==> src/sv/virtual_key_event_queue_assert.svh <==
// assertion macros used by the key event queue top level
`ifndef VIRTUAL_KEY_EVENT_QUEUE_ASSERT_SVH
`define VIRTUAL_KEY_EVENT_QUEUE_ASSERT_SVH

// same-cycle implication, checked out of reset
`define VKQ_ASSERT_NOW(label, ante, cons) \
  label: assert property (@(posedge clk) disable iff (rst) (ante) |-> (cons)) \
    else $error("key event queue check failed");

// next-cycle implication, checked out of reset
`define VKQ_ASSERT_NEXT(label, ante, cons) \
  label: assert property (@(posedge clk) disable iff (rst) (ante) |=> (cons)) \
    else $error("key event queue check failed");

`endif

==> src/sv/vkq_pkg.sv <==
// shared constants, opcodes and control types of the key event queue
package vkq_pkg;

  localparam int NUM_KEYS    = 11;
  localparam int QUEUE_DEPTH = 32;
  localparam int TIMER_BITS  = 16;

  localparam int KEY_IDX_W = (NUM_KEYS > 1) ? $clog2(NUM_KEYS) : 1;
  localparam int PTR_W     = $clog2(QUEUE_DEPTH);
  localparam int LVL_W     = PTR_W + 1;

  localparam logic [2:0] OP_PRESS       = 3'd0;
  localparam logic [2:0] OP_RELEASE     = 3'd1;
  localparam logic [2:0] OP_TAP         = 3'd2;
  localparam logic [2:0] OP_TICK        = 3'd3;
  localparam logic [2:0] OP_POP         = 3'd4;
  localparam logic [2:0] OP_RELEASE_ALL = 3'd5;

  localparam logic [2:0]  REG_DEFAULT_HOLD  = 3'd0;
  localparam logic [15:0] DEFAULT_HOLD_INIT = 16'd100;

  typedef struct packed {
    logic                 load;
    logic                 key_op;
    logic                 tick_key;
    logic [KEY_IDX_W-1:0] tick_idx;
    logic                 pop_read;
    logic                 clear_all;
    logic                 publish;
  } vkq_cmd_t;

  typedef struct packed {
    logic [2:0] op;
  } vkq_status_t;

endpackage

==> src/sv/virtual_key_event_queue.sv <==
// top level of the key edge event queue with per-key tap timers
//
// items come in on start/opcode/key_index/hold_ticks and are taken at an
// edge where start is high and busy is low. each item gives one result on
// the result ports, marked by done for exactly one cycle; the receiver
// cannot stall, so nothing waits on it.
// press, release, tap, pop, release all and unused codes go through
// decode and finish; a tick also runs the key scan between the two,
// which visits one countdown per cycle so that at most one release
// edge enters the ring per cycle. a new item may be taken in the cycle
// that done is high. the event ring is a QUEUE_DEPTH entry memory, one
// write and one registered read per cycle, and holds up to QUEUE_DEPTH-1
// events. default_tap_hold sits at apb byte address 0; the user must
// write it only while the block is idle, which the block does not
// enforce. reset (rst, synchronous) empties the ring, releases all keys,
// disarms the timers and sets the default hold to 100 ticks.
module virtual_key_event_queue import vkq_pkg::*; (
  input  logic        clk,
  input  logic        rst,
  input  logic        start,
  output logic        busy,
  input  logic [2:0]  opcode,
  input  logic [4:0]  key_index,
  input  logic [15:0] hold_ticks,
  output logic        done,
  output logic        event_valid,
  output logic [4:0]  event_key,
  output logic        event_edge,
  output logic [10:0] held_mask,
  output logic [4:0]  queue_level,
  output logic        overflow,
  input  logic        psel,
  input  logic        penable,
  input  logic        pwrite,
  input  logic [2:0]  paddr,
  input  logic [31:0] pwdata,
  output logic [31:0] prdata,
  output logic        pready
);

`include "virtual_key_event_queue_assert.svh"

  vkq_cmd_t    cmd;
  vkq_status_t status;
  logic [15:0] default_tap_hold;

  assign pready = 1'b1;
  assign prdata = (paddr == REG_DEFAULT_HOLD) ? {16'd0, default_tap_hold} : 32'd0;

  always_ff @(posedge clk) begin
    if (rst) begin
      default_tap_hold <= DEFAULT_HOLD_INIT;
    end else if (psel && penable && pwrite && pready && (paddr == REG_DEFAULT_HOLD)) begin
      default_tap_hold <= pwdata[15:0];
    end
  end

  vkq_ctrl u_ctrl (
    .clk    (clk),
    .rst    (rst),
    .start  (start),
    .status (status),
    .cmd    (cmd),
    .busy   (busy),
    .done   (done)
  );

  vkq_datapath u_datapath (
    .clk              (clk),
    .rst              (rst),
    .cmd              (cmd),
    .status           (status),
    .opcode           (opcode),
    .key_index        (key_index),
    .hold_ticks       (hold_ticks),
    .default_tap_hold (default_tap_hold),
    .event_valid      (event_valid),
    .event_key        (event_key),
    .event_edge       (event_edge),
    .held_mask        (held_mask),
    .queue_level      (queue_level),
    .overflow         (overflow)
  );

  // an accepted item keeps the block busy until its result is out
  `VKQ_ASSERT_NEXT(a_accept_busy, start && !busy, busy)
  // a result only follows a cycle spent working on an item
  `VKQ_ASSERT_NOW(a_done_after_busy, done, $past(busy))
  // a pop never drops an event
  `VKQ_ASSERT_NOW(a_pop_no_drop, done && event_valid, !overflow)

endmodule

==> src/sv/vkq_ctrl.sv <==
// sequencer that walks each item through decode, key scan (ticks only) and result publish
module vkq_ctrl import vkq_pkg::*; (
  input  logic        clk,
  input  logic        rst,
  input  logic        start,
  input  vkq_status_t status,
  output vkq_cmd_t    cmd,
  output logic        busy,
  output logic        done
);

  typedef enum logic [2:0] {
    S_IDLE,
    S_DECODE,
    S_TICK,
    S_FINISH
  } state_t;

  state_t               state;
  logic [KEY_IDX_W-1:0] tick_idx;

  assign busy = (state != S_IDLE);

  always_ff @(posedge clk) begin
    if (rst) begin
      state    <= S_IDLE;
      tick_idx <= '0;
      done     <= 1'b0;
    end else begin
      done <= 1'b0;
      case (state)
        S_IDLE: begin
          if (start) state <= S_DECODE;
        end
        S_DECODE: begin
          tick_idx <= '0;
          if (status.op == OP_TICK) state <= S_TICK;
          else state <= S_FINISH;
        end
        S_TICK: begin
          if (tick_idx == KEY_IDX_W'(NUM_KEYS - 1)) state <= S_FINISH;
          else tick_idx <= tick_idx + 1'b1;
        end
        S_FINISH: begin
          state <= S_IDLE;
          done  <= 1'b1;
        end
        default: state <= S_IDLE;
      endcase
    end
  end

  always_comb begin
    cmd          = '0;
    cmd.tick_idx = tick_idx;
    case (state)
      S_IDLE: cmd.load = start;
      S_DECODE: begin
        cmd.key_op    = (status.op == OP_PRESS) || (status.op == OP_RELEASE) ||
                        (status.op == OP_TAP);
        cmd.pop_read  = (status.op == OP_POP);
        cmd.clear_all = (status.op == OP_RELEASE_ALL);
      end
      S_TICK:   cmd.tick_key = 1'b1;
      S_FINISH: cmd.publish  = 1'b1;
      default:  cmd = '0;
    endcase
  end

endmodule

==> src/sv/vkq_datapath.sv <==
// held keys, tap countdowns, event ring and result registers
module vkq_datapath import vkq_pkg::*; (
  input  logic         clk,
  input  logic         rst,
  input  vkq_cmd_t     cmd,
  output vkq_status_t  status,
  input  logic [2:0]   opcode,
  input  logic [4:0]   key_index,
  input  logic [15:0]  hold_ticks,
  input  logic [15:0]  default_tap_hold,
  output logic         event_valid,
  output logic [4:0]   event_key,
  output logic         event_edge,
  output logic [10:0]  held_mask,
  output logic [4:0]   queue_level,
  output logic         overflow
);

  localparam logic [32:0] TIMER_MAX = (33'd1 << TIMER_BITS) - 33'd1;

  logic [2:0]  op_q;
  logic [4:0]  key_q;
  logic [15:0] hold_q;

  logic [NUM_KEYS-1:0]   held;
  logic [TIMER_BITS-1:0] cd [NUM_KEYS];
  logic [5:0]            ring [QUEUE_DEPTH];
  logic [PTR_W-1:0]      wr;
  logic [PTR_W-1:0]      rd;
  logic [5:0]            ev_data;
  logic                  ev_valid;
  logic                  dropped;

  logic [KEY_IDX_W-1:0]  sel_idx;
  logic                  key_ok;
  logic                  down;
  logic [TIMER_BITS-1:0] cd_sel;
  logic                  held_sel;
  logic [15:0]           hold_raw;
  logic [TIMER_BITS-1:0] hold_eff;
  logic [PTR_W-1:0]      wr_nxt;
  logic [PTR_W-1:0]      rd_nxt;
  logic                  full;
  logic                  push;
  logic                  push_edge;
  logic [4:0]            push_key;
  logic [LVL_W-1:0]      level;

  assign status.op = op_q;

  assign sel_idx  = cmd.tick_key ? cmd.tick_idx : key_q[KEY_IDX_W-1:0];
  assign key_ok   = {1'b0, key_q} < 6'(NUM_KEYS);
  assign down     = (op_q != OP_RELEASE);
  assign cd_sel   = cd[sel_idx];
  assign held_sel = held[sel_idx];
  assign push_key = cmd.tick_key ? 5'(cmd.tick_idx) : key_q;

  // zero picks the register, a zero register means one tick
  always_comb begin
    hold_raw = (hold_q == 16'd0) ? default_tap_hold : hold_q;
    if (hold_raw == 16'd0) hold_raw = 16'd1;
    if ({17'd0, hold_raw} > TIMER_MAX) hold_eff = TIMER_BITS'(TIMER_MAX);
    else hold_eff = TIMER_BITS'(hold_raw);
  end

  assign wr_nxt = (wr == PTR_W'(QUEUE_DEPTH - 1)) ? '0 : wr + 1'b1;
  assign rd_nxt = (rd == PTR_W'(QUEUE_DEPTH - 1)) ? '0 : rd + 1'b1;
  assign full   = (wr_nxt == rd);

  // an edge is queued only when the held state really changes
  always_comb begin
    push      = 1'b0;
    push_edge = 1'b0;
    if (cmd.key_op && key_ok) begin
      if (down && !held_sel) begin
        push = 1'b1;
      end else if (!down && held_sel) begin
        push      = 1'b1;
        push_edge = 1'b1;
      end
    end
    if (cmd.tick_key && (cd_sel == TIMER_BITS'(1)) && held_sel) begin
      push      = 1'b1;
      push_edge = 1'b1;
    end
  end

  assign level = (wr >= rd) ? ({1'b0, wr} - {1'b0, rd})
                            : ({1'b0, wr} + LVL_W'(QUEUE_DEPTH) - {1'b0, rd});

  always_ff @(posedge clk) begin
    if (rst) begin
      held     <= '0;
      wr       <= '0;
      rd       <= '0;
      ev_valid <= 1'b0;
      dropped  <= 1'b0;
      for (int i = 0; i < NUM_KEYS; i++) cd[i] <= '0;
    end else begin
      if (cmd.load) begin
        ev_valid <= 1'b0;
        dropped  <= 1'b0;
      end
      if (cmd.key_op && key_ok) begin
        held[sel_idx] <= down;
        cd[sel_idx]   <= (op_q == OP_TAP) ? hold_eff : '0;
      end
      if (cmd.tick_key && (cd_sel != '0)) begin
        cd[sel_idx] <= cd_sel - 1'b1;
        if (cd_sel == TIMER_BITS'(1)) held[sel_idx] <= 1'b0;
      end
      if (push) begin
        if (full) dropped <= 1'b1;
        else wr <= wr_nxt;
      end
      if (cmd.pop_read) begin
        ev_valid <= (rd != wr);
        if (rd != wr) rd <= rd_nxt;
      end
      if (cmd.clear_all) begin
        held <= '0;
        rd   <= wr;
        for (int i = 0; i < NUM_KEYS; i++) cd[i] <= '0;
      end
    end
  end

  always_ff @(posedge clk) begin
    if (cmd.load) begin
      op_q   <= opcode;
      key_q  <= key_index;
      hold_q <= hold_ticks;
    end
    if (push && !full) ring[wr] <= {push_edge, push_key};
    if (cmd.pop_read) ev_data <= ring[rd];
  end

  always_ff @(posedge clk) begin
    if (cmd.publish) begin
      event_valid <= ev_valid;
      event_key   <= ev_valid ? ev_data[4:0] : 5'd0;
      event_edge  <= ev_valid ? ev_data[5] : 1'b0;
      held_mask   <= 11'(held);
      queue_level <= 5'(level);
      overflow    <= dropped;
    end
  end

endmodule
==> config.mk <==
export PLATFORM = sky130hd
export DESIGN_NAME = virtual_key_event_queue
export DESIGN_NICKNAME = d
export VERILOG_FILES = /design/src/sv/vkq_pkg.sv /design/src/sv/virtual_key_event_queue.sv /design/src/sv/vkq_ctrl.sv /design/src/sv/vkq_datapath.sv
export VERILOG_INCLUDE_DIRS = /design/src /design/src/sv
export SDC_FILE = /design/constraint.sdc
export NUM_CORES = 1
export LEC_CHECK = 0
export ABC_AREA = 1
export BUFFER_PORTS_ARGS = -buffer_cell sky130_fd_sc_hd__buf_2
export CORE_ASPECT_RATIO = 1.25
export CORE_MARGIN = 2
export CORE_UTILIZATION = 60
export CTS_CLUSTER_SIZE = 16
export DETAILED_ROUTE_END_ITERATION = 16
export GPL_TIMING_DRIVEN = 0
export PLACE_DENSITY = 0.78
export REMOVE_ABC_BUFFERS = 1
export SLEW_MARGIN = 20
export SYNTH_ARGS = -nofsm -noshare
export SYNTH_HDL_FRONTEND = slang
export SYNTH_SLANG_ARGS = --single-unit
==> constraint.sdc <==
create_clock -name clk -period 5.8 [get_ports clk]
set_clock_uncertainty 0.15 [all_clocks]
set_input_delay 0.29 -clock clk [delete_from_list [all_inputs] [get_ports clk]]
set_output_delay 0.29 -clock clk [all_outputs]
set_load 0.03 [all_outputs]
Word-level counts from Yosys, hierarchy flattened
Memories as Yosys holds them, arrays and structs flattened. A register that Yosys moved wholly into a read port is not among the register bits. Index checks and enable logic that the tools add are counted. Widths: inputs -> output; s select.

Memory bits (writable): 368. Flip-flop bits (word level): 95. Input bits: 65. Word-level logic and storage cells: 171. Output and inout bits: 59. Memories: 2.

Memories: u_datapath.ring (words 32, width 6, read ports 1, clocked after memory_dff 1, wr ports 1, RTL line vkq_datapath.sv:27) `logic [5:0] ring [QUEUE_DEPTH];`; u_datapath.cd (words 11, width 16, read ports 1, clocked after memory_dff 0, wr ports 11, RTL line vkq_datapath.sv:26) `logic [TIMER_BITS-1:0] cd [NUM_KEYS];`.

Equal/unequal tests: 18. $add $sub $neg: 7. Reduce and logical (&&, ||, !) cells: 34. Order comparisons: 4. Bitwise operators: 15. Mux-type cells: 73.

Operators with widths (number): $mux 16 (17); $mux 11 (4); $mux 5 (7); $mux 1 (33); $logic_not 16->1 (2); $eq 16x1->1 const B (1); $mux 4 (4); $reduce_bool 16->1 (1); $reduce_or 16->1 (1); $sub 16x1->16 const B (1); $add 5x1->5 const B (3); $eq 3x2->1 const B (4); $or 1x1->1 (12); $and 11x11->11 (1); $bwmux 11 (1); $logic_and 1x1->1 (11); $not 11->11 (1); $eq 5x5->1 const B (2); $sub 5x5->5 (2); $logic_not 3->1 (3); $pmux 3 s3 (1); $pmux 4 s2 (1); $reduce_and 2->1 (4); $reduce_bool 2->1 (4); 23 further kinds (30).

Longest topological paths before layout
Gate-level depths: netlist of run 1.

Depth in word-level cells: 14. Depth in mapped cells: 26. Depth with buffers taken out: 23.

Cells and area by module
Synthesis of run 1 repeated with hierarchy kept, for this count alone.

Cells, all modules: 2681. Area, all modules: 25857.3 um^2.

Modules (own cells, without submodules): vkq_datapath (area each 24374.6 um^2, cells an instance 2451, times used 1); virtual_key_event_queue (area each 982.2 um^2, cells an instance 157, times used 1); vkq_ctrl (area each 500.5 um^2, cells an instance 73, times used 1).

Least setup slack after synthesis of run 1
No wires, ideal clock.

Kind: register -> register. From: register u_ctrl.state[0]. To: memory u_datapath.cd[14][0], enable pin. Buffers on the path: 4. Path slack: 1.609 ns. Arrival: 3.653 ns. Cell stages (with the launch flop): 21. Required time: 5.262 ns. Clock period less this slack: 4.191 ns. Cells stage by stage: dfxtp_1 > inv_1 > ha_1 > buf_6 > buf_6 > o21ai_4 > inv_4 > nor2_8 > buf_4 > nand2_1 > nand2_1 > nor2_1 > ha_1 > nand3_1 > nor2_1 > nand2_2 > nand3_4 > nand2_4 > buf_12 > nand3_1 > nor2_1.

RTL lines: from (decl) (RTL line vkq_ctrl.sv:19) `state_t state;`; from (signal assigned) (RTL line vkq_ctrl.sv:26) `state <= S_IDLE;`; from (signal assigned) (RTL line vkq_ctrl.sv:33) `if (start) state <= S_DECODE;`; from (signal assigned) (RTL line vkq_ctrl.sv:37) `if (status.op == OP_TICK) state <= S_TICK;`; to (decl) (RTL line vkq_datapath.sv:26).

==> run_results.csv, run 1 <==
group,metric,value,unit
cells_and_area,utilization,69.2,%
cells_and_area,multiInputGateArea,8530,um2
global_route,antenna_found_initial,0,
critical_path,required,5.93,ns
critical_path,cp-start-kind,"flop",
critical_path,worstSetupEndpointType,"flop",
place,dp.cells,3098,
detailed_routing,drtIter0Drc,2323,
clock_network,clk_path_buf_depth,3,
cells_and_area,synthToLayoutAreaGrowth,14.2,%
synthesis,ys.flop_type,"edfxtp_1",
synthesis,synthCells,2581,
detailed_routing,wl_per_cell,20.8,um
clock_network,worstSkewPairLatency,0.59,ns
place,gp_congestion,0.875,
power_and_ir_drop,p_total,12000,uW
floorplanning,die_area,44000,um2
cells_and_area,stdcell_area,29000,um2
place,dp.final_hpwl,40.5,mm
floorplanning,die_width,188,um
power_and_ir_drop,vdd_ir_drop_max,0.310,mV
place,place_area,26200,um2
sta,slew_viol_final,0,
power_and_ir_drop,leakage,0.0116,uW
global_route,grt_overflow,0,
synthesis,async_reset_ff_share,0,%
synthesis,synth_area,25400,um2
critical_path,crit_path_max_fanout,72,
sta,min_period_over_period,95.1,%
synthesis,synth_area_leaders,"edfxtp_1 (59%), nand2_1 (11%), nor2_1 (5.1%)",
floorplanning,rows,84,
hold_path,min_path_type,"input pin to flop",
floorplanning,io_pins,124,
sta,tns,0,ns
detailed_routing,drc,0,
detailed_routing,ant_nets,0,
critical_path,crit_type,"flop to flop",
sta,worst_slew_pin_slew,1.11,ns
clock_network,cts.sinks,548,
detailed_routing,viasPerCell,5.93,
cells_and_area,final-seq-area,16000,um2
clock_network,cts_tree,"done",
floorplanning,start_util,60.6,%
synthesis,synth_seq_area_share,62.9,%
synthesis,yosys.area.top_type_share,59.3,%
clock_network,cts_htree_levels,2,
power_and_ir_drop,power_density,414,nW/um2
global_route,grt_max_degree,81,
sta,slew_headroom,25.9,%
status,status,"completed",
synthesis,ys_ff_latch,548,
synthesis,synth-edff-count,502,
sta,fmax,181,MHz
cells_and_area,num_antenna_cells,0,
clock_network,clk_pin_slew,0.06,ns
detailed_routing,wirelength,67.7,mm
run,drv_cap,0,
synthesis,ys_warn_count,0,
detailed_routing,firstDrtPassIters,8,
floorplanning,core_area,41900,um2
floorplanning,die_y,234,um
synthesis,synth.distinct_cells,45,
clock_network,cts-root-buf,"clkbuf_16",
synthesis,yosys.area.top_type,"edfxtp_1",
synthesis,syn_area_per_cell,9.85,um2
cells_and_area,drive_gt1_share,13.2,%
cells_and_area,instances_no_fill,3255,
sta,min_period,5.51,ns
cells_and_area,fill_cells,2871,
cells_and_area,final_nets,2744,
sta,rsz0062_at_grt,"no",
global_route,grt_usage,30.0,%
clock_network,cts_made_buffers,52,
place,portBuffers,90,
critical_path,crit_arrival,5.65,ns
global_route,grt_pass1_wl,101,mm
global_route,first_global_vias,18800,
detailed_routing,vias,19300,
sta,finalHoldViolations,0,
sta,setup_viol,0,
## layout make-up
class | count | share of cell area [%]
well taps | 559 | 2.41
inverters | 151 | 1.99
repair buffers | 171 | 4.94
multi-input cells | 1733 | 29.4
clock buffers | 62 | 4.68
clock inverters | 31 | 1.49
flip-flops and latches | 548 | 55.1
## layout by cell type, fill, tap and decap left out, drive strengths merged, types with 38 or more instances in the layout
master / n
dlygate4sd3: 45
clkbuf: 62
nand2: 741
o21ai: 160
buf: 126
a21oi: 70
edfxtp: 502
nor3: 38
inv: 146
nand3: 179
nor2: 391
dfxtp: 46
## report_power, final
group	switching (uW)	total, uW	internal [uW]
Clock	1460	3580	2120
Sequential	85.9	4780	4690
Combinational	2740	3670	932
Total	4290	12000	7740
## worst max-delay path, cell delays in order, from the launching register on
cell and delay [ns]:
dfxtp_1 0.35, inv_1 0.13, ha_4 0.36, inv_2 0.21, nand2_8 0.39, nand2_8 0.09
buf_16 0.23, inv_2 0.24, buf_12 0.25, nand2_1 0.08, nand2_1 0.06, nand2_1 0.05
nand2_1 0.16, nand2_1 0.07, nand2_1 0.07, nor2_1 0.09, ha_1 0.21, nand3_1 0.08
nor2_1 0.05, nand2_2 0.12, nand3_4 0.31, nand2_4 0.42, nand2_1 0.24, nor2_4 0.41
buf_8 0.21
## cell usage after synthesis, types with 28 or more instances
library cell    n
nand2_1       726
edfxtp_1      502
nor2_1        347
nand3_1       178
o21ai_0       142
inv_1         134
clkbuf_1       71
a21oi_1        70
dfxtp_1        46
buf_2          41
nor2_2         40
nor3_1         38
buf_4          31
o221ai_1       28
## flip-flops by register name (all words and copies together) (netlist names)
signal and flops:
u_ctrl.done 1, u_datapath.key_q 5, u_datapath.status 3, u_datapath.event_edge 1, u_datapath.queue_level 5, u_datapath.event_valid 1
u_datapath.overflow 1, u_ctrl.tick_idx 4, default_tap_hold 16, u_datapath.ev_valid 1, u_ctrl.state 2, u_datapath.dropped 1
u_datapath.event_key 5, u_datapath.held_mask 11, u_datapath.hold_q 16, u_datapath.held 11, u_datapath.cd 256, u_datapath.wr 5
u_datapath.rd 5, u_datapath.ring 192, u_datapath.ev_data 6
## kinds of logic (layout without fill, tap and decap cells)
kind of cell / Yosys count / in the layout / synth area share [%]
xor gates and xnor gates: 15 / 15 / 0.517
other: 2 / 17 / 0.0295
buffers and inverters: 318 / 415 / 5.85
and+or+nand+nor: 1375 / 1378 / 22.6
AOI/OAI and AO/OA: 301 / 301 / 6.93
DFF: 548 / 548 / 62.9
adders and majority gates: 22 / 22 / 1.11
## stage by stage
step	worst slack [ns]	hold slack [ns]
4_1_cts	0.0372	0.245
2_1_floorplan	-1.04	0.209
3_5_place_dp	-1.51	0.271
3_3_place_gp	-4.39	0.267
6_report	0.287	0.267
5_1_grt	0.00127	0.259
## repair_timing
action / in CTS / in global routing
endpoints found under the setup margin: 736 / 660
hold buffers: 45 / 0
gates cloned: 1 / 2
pin swaps: 11 / 2
hold endpoints to repair: 51 / 0
buffers inserted: 13 / 1
gates resized for setup: 77 / 12
## path summary, 6_finish.rpt
kind                            from  slack, ns                 endpoint  cells after the start
setup / recovery     u_ctrl.state[0]       0.29    u_datapath.cd[15][13]                     24
hold / removal          key_index[3]       0.27      u_datapath.key_q[3]                      2
setup reg to reg     u_ctrl.state[0]       0.29    u_datapath.cd[15][13]                     24
hold reg to reg   u_datapath.held[9]       0.29  u_datapath.held_mask[9]                      0
## metal layers
layer / GRT usage [%] / part of all wire, % / routed length (um) / vias up
met1: 34.0 / 35 / 23400 / 9133
met4: 18.9 / 6.1 / 4110 / 0
met3: 5.25 / 8.2 / 5560 / 270
met2: 53.0 / 51 / 34600 / 1076
met5: 0 / 0 / 0 / -
li1: - / - / - / 8834
Power figures use the tool's default switching activity.
==> run 2, diff against run 1 <==
--- a/config.mk
+++ b/config.mk
@@ -10,11 +10,11 @@
 export BUFFER_PORTS_ARGS = -buffer_cell sky130_fd_sc_hd__buf_2
 export CORE_ASPECT_RATIO = 1.25
 export CORE_MARGIN = 2
-export CORE_UTILIZATION = 60
+export CORE_UTILIZATION = 56
 export CTS_CLUSTER_SIZE = 16
 export DETAILED_ROUTE_END_ITERATION = 16
 export GPL_TIMING_DRIVEN = 0
-export PLACE_DENSITY = 0.78
+export PLACE_DENSITY = 0.77
 export REMOVE_ABC_BUFFERS = 1
 export SLEW_MARGIN = 20
 export SYNTH_ARGS = -nofsm -noshare
==> constraint.sdc (replaced) <==
create_clock -name clk -period 4.55 [get_ports clk]
set_clock_uncertainty 0.15 [all_clocks]
set_input_delay 0.2275 -clock clk [delete_from_list [all_inputs] [get_ports clk]]
set_output_delay 0.2275 -clock clk [all_outputs]
set_load 0.03 [all_outputs]
==> run_results.csv, run 2 (synthesis gave the netlist of run 1 again) <==
group,metric,value,unit
status,status,"completed",
clock_network,cts_tree,"done",
cells_and_area,final-seq-area,16000,um2
place,dp.cells,3118,
power_and_ir_drop,clockPowerShare,26.7,%
detailed_routing,ant_nets,0,
clock_network,worstSkewPairLatency,0.64,ns
detailed_routing,drc,0,
sta,setup_ws,0.126,ns
power_and_ir_drop,seqPwrFrac,38.1,%
clock_network,cts-root-buf,"clkbuf_16",
cells_and_area,num_antenna_cells,0,
global_route,grt_pass1_wl,111,mm
place,dp.final_hpwl,41.3,mm
place,place_area,26200,um2
power_and_ir_drop,power.switching,6020,uW
power_and_ir_drop,power.internal,9960,uW
cells_and_area,mostFrequentLayoutCells,"nand2_1 (700), edfxtp_1 (502), nor2_1 (332)",
sta,fmax,226,MHz
critical_path,crit_arrival,4.56,ns
clock_network,cts.sinks,548,
sta,finalHoldViolations,0,
sta,slew_headroom,26.5,%
sta,setup_viol,0,
clock_network,cts_htree_levels,2,
sta,rsz0062_at_grt,"no",
hold_path,min_path_type,"input pin to flop",
global_route,grt_usage,30.9,%
cells_and_area,top_register,"u_datapath.cd",
cells_and_area,multiInputGateArea,8910,um2
sta,min_period_over_period,97.2,%
critical_path,cp-start-kind,"flop",
floorplanning,die_y,242,um
floorplanning,io_pins,124,
floorplanning,rows,87,
sta,slew_viol_final,0,
power_and_ir_drop,switching_share,37.7,%
sta,fin_hold_ws,0.158,ns
cells_and_area,instances_no_fill,3365,
detailed_routing,viasPerCell,6.06,
place,gp_congestion,0.881,
critical_path,crit_path_max_fanout,18,
global_route,grt_overflow,0,
power_and_ir_drop,combPwrFrac,35.2,%
sta,worst_slew_pin_slew,1.10,ns
cells_and_area,final_nets,2831,
clock_network,cts_made_buffers,52,
detailed_routing,wl_per_cell,22.1,um
detailed_routing,vias,20400,
floorplanning,start_util,56.5,%
floorplanning,die_area,47100,um2
cells_and_area,stdcell_area,30200,um2
cells_and_area,reg_top3,"u_datapath.cd: 256 flops, u_datapath.ring: 192 flops",
power_and_ir_drop,power_density,529,nW/um2
cells_and_area,synthToLayoutAreaGrowth,18.7,%
detailed_routing,drtIter0Drc,2461,
global_route,first_global_vias,20100,
detailed_routing,wirelength,74.5,mm
floorplanning,die_width,195,um
run,drv_cap,0,
detailed_routing,firstDrtPassIters,7,
cells_and_area,final_common_cell,"nand2_1",
sta,min_period,4.42,ns
critical_path,required,4.69,ns
place,portBuffers,90,
critical_path,crit_type,"flop to flop",
cells_and_area,fill_cells,3118,
global_route,grt_max_degree,79,
global_route,antenna_found_initial,0,
clock_network,clk_path_buf_depth,3,
cells_and_area,utilization,67.1,%
clock_network,clk_pin_slew,0.07,ns
cells_and_area,drive_gt1_share,16.7,%
power_and_ir_drop,vdd_ir_drop_max,0.400,mV
critical_path,worstSetupEndpointType,"flop",
floorplanning,core_area,45000,um2
place,place_ws,-2.68,ns
power_and_ir_drop,leakage,0.0120,uW
cells_and_area,largest_reg_flops,256,
==> run 2: changes by cell type in the layout (fill, tap and decap cells not counted), sizes merged, moves of 2 or more <==
| cell | delta |
|---|---|
| bufbuf | +3 |
| clkinv | +11 |
| o21ai | +2 |
| bufinv | -7 |
| nand2 | +2 |
| clkbuf | +2 |
| buf | +77 |
==> run 2: repair_timing <==
item / CTS / global route
pin swaps: 28 / 10
gates cloned: 11 / 2
hold endpoints to repair: 51 / 0
hold buffers: 46 / 0
resized for setup: 106 / 50
buffers inserted: 53 / 38
endpoints found under the setup margin: 753 / 695
==> run 2: per-stage QoR <==
stage	total power (uW)	setup TNS (ns)
after global routing	16600	0
after floorplan	9020	-1376.68
after detailed placement	10600	-1542.29
after CTS	15500	0
final	16000	0
after global placement	10400	-3814.61
==> run 2: area by class of cell <==
cell class	count	share of cell area [%]
Sequential cell	548	53.0
Multi-Input combinational cell	1738	29.5
Timing Repair Buffer	253	7.57
Clock buffer	63	4.55
Tap cell	578	2.40
Inverter	151	1.98
Clock inverter	34	0.937
==> run 2: final timing paths <==
kind / slack (ns) / to / startpoint / cells after the start
setup / recovery: 0.13 / u_datapath.cd[1][14] / u_ctrl.state[0] / 20
hold / removal: 0.16 / u_datapath.status[0] / opcode[0] / 2
setup reg to reg: 0.13 / u_datapath.cd[1][14] / u_ctrl.state[0] / 20
hold reg to reg: 0.30 / u_datapath.held_mask[10] / u_datapath.held[10] / 0
==> run 2: layer usage <==
layer | wire length, um | track usage, % | up-vias
li1 | - | - | 9022
met1 | 25000 | 35.2 | 9706
met2 | 37100 | 53.2 | 1322
met3 | 6960 | 5.08 | 347
met4 | 5510 | 21.8 | 0
met5 | 0 | 0 | -
==> run 2: worst max-delay path, cell delays in order, from the launching register on <==
cell and delay, ns:
dfxtp_2 0.34, inv_1 0.11, ha_4 0.25, buf_4 0.25, nand2_1 0.22, o21ai_4 0.36, inv_4 0.15, nor2_8 0.32
nand2_1 0.11, nand2_1 0.19, nor2_1 0.12, nand2_1 0.13, inv_1 0.05, nand2_1 0.10, nor2_4 0.06, nand2_2 0.15
nand3_4 0.17, nand2_8 0.18, buf_4 0.19, nand2_8 0.13, nand2_4 0.28
==> run 2: power by group through the flow <==
stage	sequential (uW)	combinational, uW	clock (uW)
floorplan	6210	2810	0
global placement	6210	4150	0
detailed placement	6190	4410	0
CTS	6080	5160	4260
global route	6110	6010	4440
finish	6090	5620	4260
